$ cat config.mk
export PLATFORM = sky130hd
export DESIGN_NAME = zchar_text_decoder_core
export DESIGN_NICKNAME = d
export VERILOG_FILES = /design/src/zctd_pkg.sv /design/src/zctd_front.sv /design/src/zctd_fifo.sv /design/src/zctd_back.sv /design/src/zchar_text_decoder_core.sv
export SDC_FILE = /design/constraint.sdc
export NUM_CORES = 1
export LEC_CHECK = 0
export ABC_CLOCK_PERIOD_IN_PS = 5180
export BUFFER_PORTS_ARGS = -buffer_cell sky130_fd_sc_hd__buf_2
export CAP_MARGIN = 40
export CORE_MARGIN = 4
export CORE_UTILIZATION = 25
export CTS_CLUSTER_SIZE = 10
export DETAILED_ROUTE_END_ITERATION = 6
export GPL_ROUTABILITY_DRIVEN = 0
export PLACE_DENSITY = 0.35
export SYNTH_ARGS = -nofsm -noshare
export SYNTH_HDL_FRONTEND = slang
export SYNTH_HIERARCHICAL = 1
export SYNTH_SLANG_ARGS = --single-unit
$ cat constraint.sdc
create_clock -name aclk -period 5.18 [get_ports aclk]
set_input_delay 0.518 -clock aclk [delete_from_list [all_inputs] [get_ports aclk]]
set_output_delay 0.518 -clock aclk [all_outputs]
set_load 0.01 [all_outputs]
$ cat src/zctd_pkg.sv
// ----------------------------------------------------------------------------
// zctd_pkg
// types, result kind codes and alphabet lookup for the packed text decoder
// ----------------------------------------------------------------------------
package zctd_pkg;

    // result kinds
    localparam logic [1:0] KIND_CHAR   = 2'd0;
    localparam logic [1:0] KIND_ABBREV = 2'd1;
    localparam logic [1:0] KIND_NONE   = 2'd2;

    // special code values
    localparam logic [4:0] CODE_SPACE     = 5'd0;
    localparam logic [4:0] CODE_LAST_ABBR = 5'd3;
    localparam logic [4:0] CODE_LAST_SHFT = 5'd5;
    localparam logic [4:0] CODE_ESCAPE    = 5'd6;

    // alphabets
    localparam logic [1:0] ALPHA_LOWER = 2'd0;
    localparam logic [1:0] ALPHA_UPPER = 2'd1;
    localparam logic [1:0] ALPHA_PUNCT = 2'd2;

    // escape phases
    localparam logic [1:0] ESC_IDLE = 2'd0;
    localparam logic [1:0] ESC_HIGH = 2'd1;
    localparam logic [1:0] ESC_LOW  = 2'd2;

    localparam int RESULTS_MAX = 3;

    // one decoded result
    typedef struct packed {
        logic [1:0] kind;
        logic [7:0] value;
    } zctd_res_t;

    // everything one text word produces, res[0] delivered first
    typedef struct packed {
        zctd_res_t [RESULTS_MAX-1:0] res;
        logic [1:0]                  cnt;
        logic                        str_end;
    } zctd_bundle_t;

    // punctuation alphabet, codes 6..31
    localparam logic [7:0] PUNCT_TABLE [26] = '{
        8'h00, 8'h0d, 8'h30, 8'h31, 8'h32, 8'h33, 8'h34, 8'h35, 8'h36, 8'h37,
        8'h38, 8'h39, 8'h2e, 8'h2c, 8'h21, 8'h3f, 8'h5f, 8'h23, 8'h27, 8'h22,
        8'h2f, 8'h5c, 8'h2d, 8'h3a, 8'h28, 8'h29
    };

    // character for a code 6..31 in the given alphabet
    function automatic logic [7:0] alpha_char(input logic [1:0] alpha, input logic [4:0] code);
        logic [4:0] ofs;
        logic [7:0] ch;
        ofs = code - CODE_ESCAPE;
        case (alpha)
            ALPHA_LOWER: ch = 8'h61 + {3'd0, ofs};
            ALPHA_UPPER: ch = 8'h41 + {3'd0, ofs};
            default:     ch = (ofs < 5'd26) ? PUNCT_TABLE[ofs] : 8'h00;
        endcase
        return ch;
    endfunction

endpackage

$ cat src/zctd_front.sv
// ----------------------------------------------------------------------------
// zctd_front
// accepts text words, decodes the three codes and pushes one result bundle
// ----------------------------------------------------------------------------
module zctd_front (
    input  logic                  aclk,
    input  logic                  aresetn,
    input  logic                  s_tvalid,
    output logic                  s_tready,
    input  logic [15:0]           s_tdata,      // text_word
    input  logic                  q_full,
    output logic                  q_push,
    output zctd_pkg::zctd_bundle_t q_data
);

    logic [1:0] shift_reg, shift_next;
    logic [1:0] bank_reg,  bank_next;
    logic [1:0] esc_reg,   esc_next;
    logic [4:0] high_reg,  high_next;

    assign s_tready = !q_full;
    assign q_push   = s_tvalid && s_tready;

    // three dependent code steps over the small decode state
    always_comb begin
        logic [1:0] sh, ab, ep, n;
        logic [4:0] eh, code;
        zctd_pkg::zctd_res_t [zctd_pkg::RESULTS_MAX-1:0] res;
        sh = shift_reg;
        ab = bank_reg;
        ep = esc_reg;
        eh = high_reg;
        n  = 2'd0;
        res = '0;
        for (int pos = 0; pos < zctd_pkg::RESULTS_MAX; pos++) begin
            code = s_tdata[14 - 5*pos -: 5];
            if (ep == zctd_pkg::ESC_HIGH) begin
                eh = code;
                ep = zctd_pkg::ESC_LOW;
            end else if (ep != zctd_pkg::ESC_IDLE) begin
                res[n] = '{kind: zctd_pkg::KIND_CHAR, value: {eh[2:0], code}};
                n  = n + 2'd1;
                ep = zctd_pkg::ESC_IDLE;
                eh = 5'd0;
                sh = zctd_pkg::ALPHA_LOWER;
            end else if (ab != 2'd0) begin
                res[n] = '{kind: zctd_pkg::KIND_ABBREV, value: {1'b0, ab - 2'd1, code}};
                n  = n + 2'd1;
                ab = 2'd0;
            end else if (code == zctd_pkg::CODE_SPACE) begin
                res[n] = '{kind: zctd_pkg::KIND_CHAR, value: 8'h20};
                n  = n + 2'd1;
                sh = zctd_pkg::ALPHA_LOWER;
            end else if (code <= zctd_pkg::CODE_LAST_ABBR) begin
                ab = code[1:0];
            end else if (code <= zctd_pkg::CODE_LAST_SHFT) begin
                sh = code[1:0] - 2'd3;
            end else if (code == zctd_pkg::CODE_ESCAPE && sh == zctd_pkg::ALPHA_PUNCT) begin
                ep = zctd_pkg::ESC_HIGH;
            end else begin
                res[n] = '{kind: zctd_pkg::KIND_CHAR, value: zctd_pkg::alpha_char(sh, code)};
                n  = n + 2'd1;
                sh = zctd_pkg::ALPHA_LOWER;
            end
        end
        // a word that yields nothing still reports once
        if (n == 2'd0) begin
            res[0] = '{kind: zctd_pkg::KIND_NONE, value: 8'h00};
            n = 2'd1;
        end
        q_data.res     = res;
        q_data.cnt     = n;
        q_data.str_end = s_tdata[15];
        // end of string drops all pending decode state
        if (s_tdata[15]) begin
            shift_next = zctd_pkg::ALPHA_LOWER;
            bank_next  = 2'd0;
            esc_next   = zctd_pkg::ESC_IDLE;
            high_next  = 5'd0;
        end else begin
            shift_next = sh;
            bank_next  = ab;
            esc_next   = ep;
            high_next  = eh;
        end
    end

    // decode state, updated on each accepted beat
    always_ff @(posedge aclk) begin
        if (!aresetn) begin
            shift_reg <= zctd_pkg::ALPHA_LOWER;
            bank_reg  <= 2'd0;
            esc_reg   <= zctd_pkg::ESC_IDLE;
            high_reg  <= 5'd0;
        end else if (q_push) begin
            shift_reg <= shift_next;
            bank_reg  <= bank_next;
            esc_reg   <= esc_next;
            high_reg  <= high_next;
        end
    end

endmodule

$ cat src/zctd_fifo.sv
// ----------------------------------------------------------------------------
// zctd_fifo
// short bundle queue between the decode front and the output back
// ----------------------------------------------------------------------------
module zctd_fifo #(
    parameter int DEPTH = 4
) (
    input  logic                   aclk,
    input  logic                   aresetn,
    input  logic                   push,
    input  zctd_pkg::zctd_bundle_t push_data,
    output logic                   full,
    input  logic                   pop,
    output logic                   empty,
    output zctd_pkg::zctd_bundle_t head
);

    localparam int PTR_W = $clog2(DEPTH);
    localparam int CNT_W = $clog2(DEPTH + 1);

    zctd_pkg::zctd_bundle_t mem_reg [DEPTH];
    logic [PTR_W-1:0] wr_ptr_reg, wr_ptr_next;
    logic [PTR_W-1:0] rd_ptr_reg, rd_ptr_next;
    logic [CNT_W-1:0] cnt_reg, cnt_next;

    assign full  = (cnt_reg == CNT_W'(DEPTH));
    assign empty = (cnt_reg == '0);
    assign head  = mem_reg[rd_ptr_reg];

    // pointer and fill count update
    always_comb begin
        wr_ptr_next = wr_ptr_reg;
        rd_ptr_next = rd_ptr_reg;
        if (push) begin
            wr_ptr_next = (wr_ptr_reg == PTR_W'(DEPTH - 1)) ? '0 : wr_ptr_reg + 1'b1;
        end
        if (pop) begin
            rd_ptr_next = (rd_ptr_reg == PTR_W'(DEPTH - 1)) ? '0 : rd_ptr_reg + 1'b1;
        end
        cnt_next = cnt_reg + CNT_W'(push) - CNT_W'(pop);
    end

    always_ff @(posedge aclk) begin
        if (!aresetn) begin
            wr_ptr_reg <= '0;
            rd_ptr_reg <= '0;
            cnt_reg    <= '0;
        end else begin
            wr_ptr_reg <= wr_ptr_next;
            rd_ptr_reg <= rd_ptr_next;
            cnt_reg    <= cnt_next;
        end
    end

    // storage, no reset needed
    always_ff @(posedge aclk) begin
        if (push) begin
            mem_reg[wr_ptr_reg] <= push_data;
        end
    end

endmodule

$ cat src/zctd_back.sv
// ----------------------------------------------------------------------------
// zctd_back
// walks each queued bundle and delivers one result beat per cycle while the receiver is ready
// ----------------------------------------------------------------------------
module zctd_back (
    input  logic                   aclk,
    input  logic                   aresetn,
    input  logic                   q_empty,
    input  zctd_pkg::zctd_bundle_t q_head,
    output logic                   q_pop,
    output logic                   m_tvalid,
    input  logic                   m_tready,
    output logic [15:0]            m_tdata,     // value[7:0], string_end[8], zero
    output logic [1:0]             m_tuser,     // kind[1:0]
    output logic                   m_tlast
);

    logic [1:0]  idx_reg,    idx_next;
    logic        valid_reg,  valid_next;
    logic [15:0] data_reg,   data_next;
    logic [1:0]  user_reg,   user_next;
    logic        last_reg,   last_next;
    logic        load, final_res;
    zctd_pkg::zctd_res_t cur;

    assign m_tvalid = valid_reg;
    assign m_tdata  = data_reg;
    assign m_tuser  = user_reg;
    assign m_tlast  = last_reg;

    assign load      = !valid_reg || m_tready;
    assign cur       = q_head.res[idx_reg];
    assign final_res = (idx_reg == q_head.cnt - 2'd1);
    assign q_pop     = load && !q_empty && final_res;

    // output register refill
    always_comb begin
        idx_next   = idx_reg;
        valid_next = valid_reg;
        data_next  = data_reg;
        user_next  = user_reg;
        last_next  = last_reg;
        if (load) begin
            valid_next = !q_empty;
            if (!q_empty) begin
                data_next = {7'd0, final_res && q_head.str_end, cur.value};
                user_next = cur.kind;
                last_next = final_res;
                idx_next  = final_res ? 2'd0 : idx_reg + 2'd1;
            end
        end
    end

    always_ff @(posedge aclk) begin
        if (!aresetn) begin
            idx_reg   <= 2'd0;
            valid_reg <= 1'b0;
        end else begin
            idx_reg   <= idx_next;
            valid_reg <= valid_next;
        end
        data_reg <= data_next;
        user_reg <= user_next;
        last_reg <= last_next;
    end

endmodule

$ cat src/zchar_text_decoder_core.sv
// ----------------------------------------------------------------------------
// zchar_text_decoder_core
// packed text word decoder with result serializer
// ----------------------------------------------------------------------------
// Input stream s_*: one 16-bit packed text word per beat (bit 15 end of
// string, then three 5-bit codes high first).
// Output stream m_*: one result per beat. tuser carries the kind (character,
// abbreviation request, nothing), tdata[7:0] the byte or abbreviation index,
// tdata[8] string end, tlast marks the final result of each word.
// A word is decoded in the cycle it is accepted and queued as a bundle of
// one to three results; its first result reaches m_* through the queue
// and the output register. Input words are taken every cycle while the
// bundle queue has room. Output runs at one result per cycle while the
// receiver is ready, so a word producing k results takes k output beats;
// that serializer sets sustained rate. When the receiver stalls, the output
// beat holds and the queue fills; s_tready drops once FIFO_DEPTH bundles
// wait. Reset (aresetn low, synchronous) empties the queue and returns the
// decode state to alphabet 0 with no abbreviation or escape pending.
// ----------------------------------------------------------------------------
module zchar_text_decoder_core #(
    parameter int FIFO_DEPTH = 4
) (
    input  logic        aclk,
    input  logic        aresetn,
    input  logic        s_tvalid,
    output logic        s_tready,
    input  logic [15:0] s_tdata,    // text_word[15:0]
    output logic        m_tvalid,
    input  logic        m_tready,
    output logic [15:0] m_tdata,    // value[7:0], string_end[8], zero[15:9]
    output logic [1:0]  m_tuser,    // kind[1:0]
    output logic        m_tlast
);

    logic                   q_full, q_empty, q_push, q_pop;
    zctd_pkg::zctd_bundle_t q_in, q_head;

    // decode front
    zctd_front u_front (
        .aclk     (aclk),
        .aresetn  (aresetn),
        .s_tvalid (s_tvalid),
        .s_tready (s_tready),
        .s_tdata  (s_tdata),
        .q_full   (q_full),
        .q_push   (q_push),
        .q_data   (q_in)
    );

    // bundle queue
    zctd_fifo #(
        .DEPTH (FIFO_DEPTH)
    ) u_fifo (
        .aclk      (aclk),
        .aresetn   (aresetn),
        .push      (q_push),
        .push_data (q_in),
        .full      (q_full),
        .pop       (q_pop),
        .empty     (q_empty),
        .head      (q_head)
    );

    // output back
    zctd_back u_back (
        .aclk     (aclk),
        .aresetn  (aresetn),
        .q_empty  (q_empty),
        .q_head   (q_head),
        .q_pop    (q_pop),
        .m_tvalid (m_tvalid),
        .m_tready (m_tready),
        .m_tdata  (m_tdata),
        .m_tuser  (m_tuser),
        .m_tlast  (m_tlast)
    );

endmodule

==> flow_summary.ini <==
[yosys]
synth_cell_types = 90
synth-seq-cells = 165
yosysTopAreaCellShare = 0.416
yosysTopAreaCell = edfxtp_1
synthArstFlopShare = 0
avgSynthCellArea_sq_um = 10.9
yosys_warnings = 6
synth_cells = 956
syn_area_sq_um = 10400
synth-edff-count = 144
ys.flop_type = edfxtp_1
synth_area_leaders = edfxtp_1 42%, mux4_2 6.7%, ha_1 5.7%
yosysSeqAreaShare = 0.456

[timing]
rsz0062_at_grt = no
max_freq_mhz = 217
layout_setup_ws_ns = 0.581
finalClockSkew_ns = 0.0164
hold_viol = 0
setup_tns_ns = 0
period_share = 0.888
slew_headroom = 0.438
hold_ws_ns = 0.462
finalMaxSlewViolations = 0
worst_slew_pin_slew_ns = 0.841
period_minus_slack_ns = 4.60
setup_viol = 0

[finish]
drive_gt1_frac = 0.188
nets = 1086
final_common_cell = edfxtp_1
antennaDiodeCount = 0
syn2layout_area_growth_pct = 15.8
largest_reg_flops = 132
mostFrequentLayoutCells = 144 x edfxtp_1, 86 x nand2_1, 63 x nor2_1, 59 x buf_4, 59 x o21ai_0

[detailed_routing]
drc = 0
drt-initial-drc-count = 560
wl_um = 33200
via_count = 7961
viasPerCell = 5.09
drtAntennaViolNets = 0
detail_route.wl_per_cell_um = 21.3
drt_pass1_iterations = 5

[clock_tree]
cts_root_buffer = clkbuf_16
cts_buffer_depth = 2
cts_buffers = 17
cts_tree = built
hold_buffers = 0
post_cts_buffers = 0
cts.sinks = 165
clock_latency_ns = 0.43
cts.repair.resized = 0
clkTransAtPathRegs_ns = 0.06
cts_max_level = 4

[floorplanning]
die_area_sq_um = 44900
die_h_um = 212
pin_count = 41
core_area_sq_um = 41000
num_rows = 74
initial_utilization = 0.254
die_x_um = 212

[grt]
grt_use_met3 = 0.0199
gr-usage-all-layers = 0.147
grt.busiest_layer = met2
antenna_found_initial = 0
use_met2 = 0.242
grt_pass1_vias = 7936
overflow = 0
met1_usage = 0.206
grt_pass1_wl_um = 50400
grt_max_degree = 31

[status]
status = finished clean

[hold_path]
hold_class = in -> reg

[power_and_ir_drop]
power_density_nw_per_um2 = 379
peakVddDrop_mv = 0.217
power_mw = 4.56
p_leak_nw = 4.40

[critical_path]
end_kind = flop
criticalPathCategory = in -> reg
cp_max_fo = 13
critPathLaunchType = input pin
cp.arrival_ns = 4.88
crit_required_ns = 5.47

[run]
drv_cap = 0

[placed_design]
hpwl_um = 24800
port_buffers = 33
pre_cts_ws_ns = 0.162
worst max-delay path: stages:
cell and delay, ns:
buf_2 0.19, ha_1 0.27, and3b_1 0.25, nor3_1 0.06, a32oi_1 0.40, ha_1 0.36
nand3_1 0.20, a21oi_1 0.47, o31ai_1 0.18, a31o_2 0.33, nand2_1 0.16, mux2i_1 0.40
a21oi_1 0.17, nor4b_1 0.66, buf_4 0.24
metrics by stage:
| step | util | instance area [sq um] | std cells |
|---|---|---|---|
| detailed placement | 0.279 | 11500 | 1531 |
| finish | 0.294 | 12000 | 1563 |
| CTS | 0.294 | 12000 | 1563 |
| floorplan | - | 10400 | 963 |
| global placement | 0.277 | 11400 | 1526 |
| global route | 0.294 | 12000 | 1563 |
per-layer routing:
metal,wire [um],share of wire,up-vias
met1,15800,0.48,3992
met2,15800,0.48,164
li1,-,-,3776
met3,1020,0.031,29
met5,0,0,-
met4,595,0.018,0
cell usage after synthesis, drive strengths merged, types with 8 or more instances:
master,count
a211oi,11
a21oi,61
a22oi,16
a31oi,11
and2,20
and3,9
buf,23
clkbuf,37
dfxtp,21
edfxtp,144
ha,47
inv,39
mux2i,28
mux4,34
nand2,86
nand2b,15
nand3,22
nor2,64
nor2b,15
nor3,23
o211ai,9
o21ai,68
xnor2,8
layout make-up:
type | count | area [sq um]
Tap cell | 532 | 666
Clock inverter | 14 | 168
Clock buffer | 18 | 429
Sequential cell | 165 | 4750
Inverter | 40 | 150
Fill cell | 4272 | 29000
Multi-Input combinational cell | 698 | 5200
Timing Repair Buffer | 96 | 688
power by group:
group	total (mW)	internal [mW]	switching (mW)
Sequential	1.79	1.73	0.0558
Combinational	1.50	0.611	0.887
Clock	1.28	0.727	0.554
final timing paths:
path,depth (start not counted),end,slack (ns),start
max,15,u_fifo/mem_reg[0][28]$_DFFE_PP_,0.58,s_tdata[11]
min,1,u_fifo/mem_reg[2][0]$_DFFE_PP_,0.46,s_tdata[15]
max reg2reg,13,u_fifo/mem_reg[0][28]$_DFFE_PP_,0.65,u_front/bank_reg[0]$_SDFFE_PN0P_
min reg2reg,2,flop,0.53,u_fifo/rd_ptr_reg[0]$_SDFFE_PN0P_
kinds of logic after synthesis:
logic type                 synth area share
other                              0.000722
and+or+nand+nor                       0.144
AOI/OAI and AO/OA                     0.174
xor gates and xnor gates             0.0124
DFF                                   0.456
buffers and inverters                0.0469
muxes                                 0.107
adders and majority gates            0.0585
Note: power is estimated with default switching activity, not from simulation.
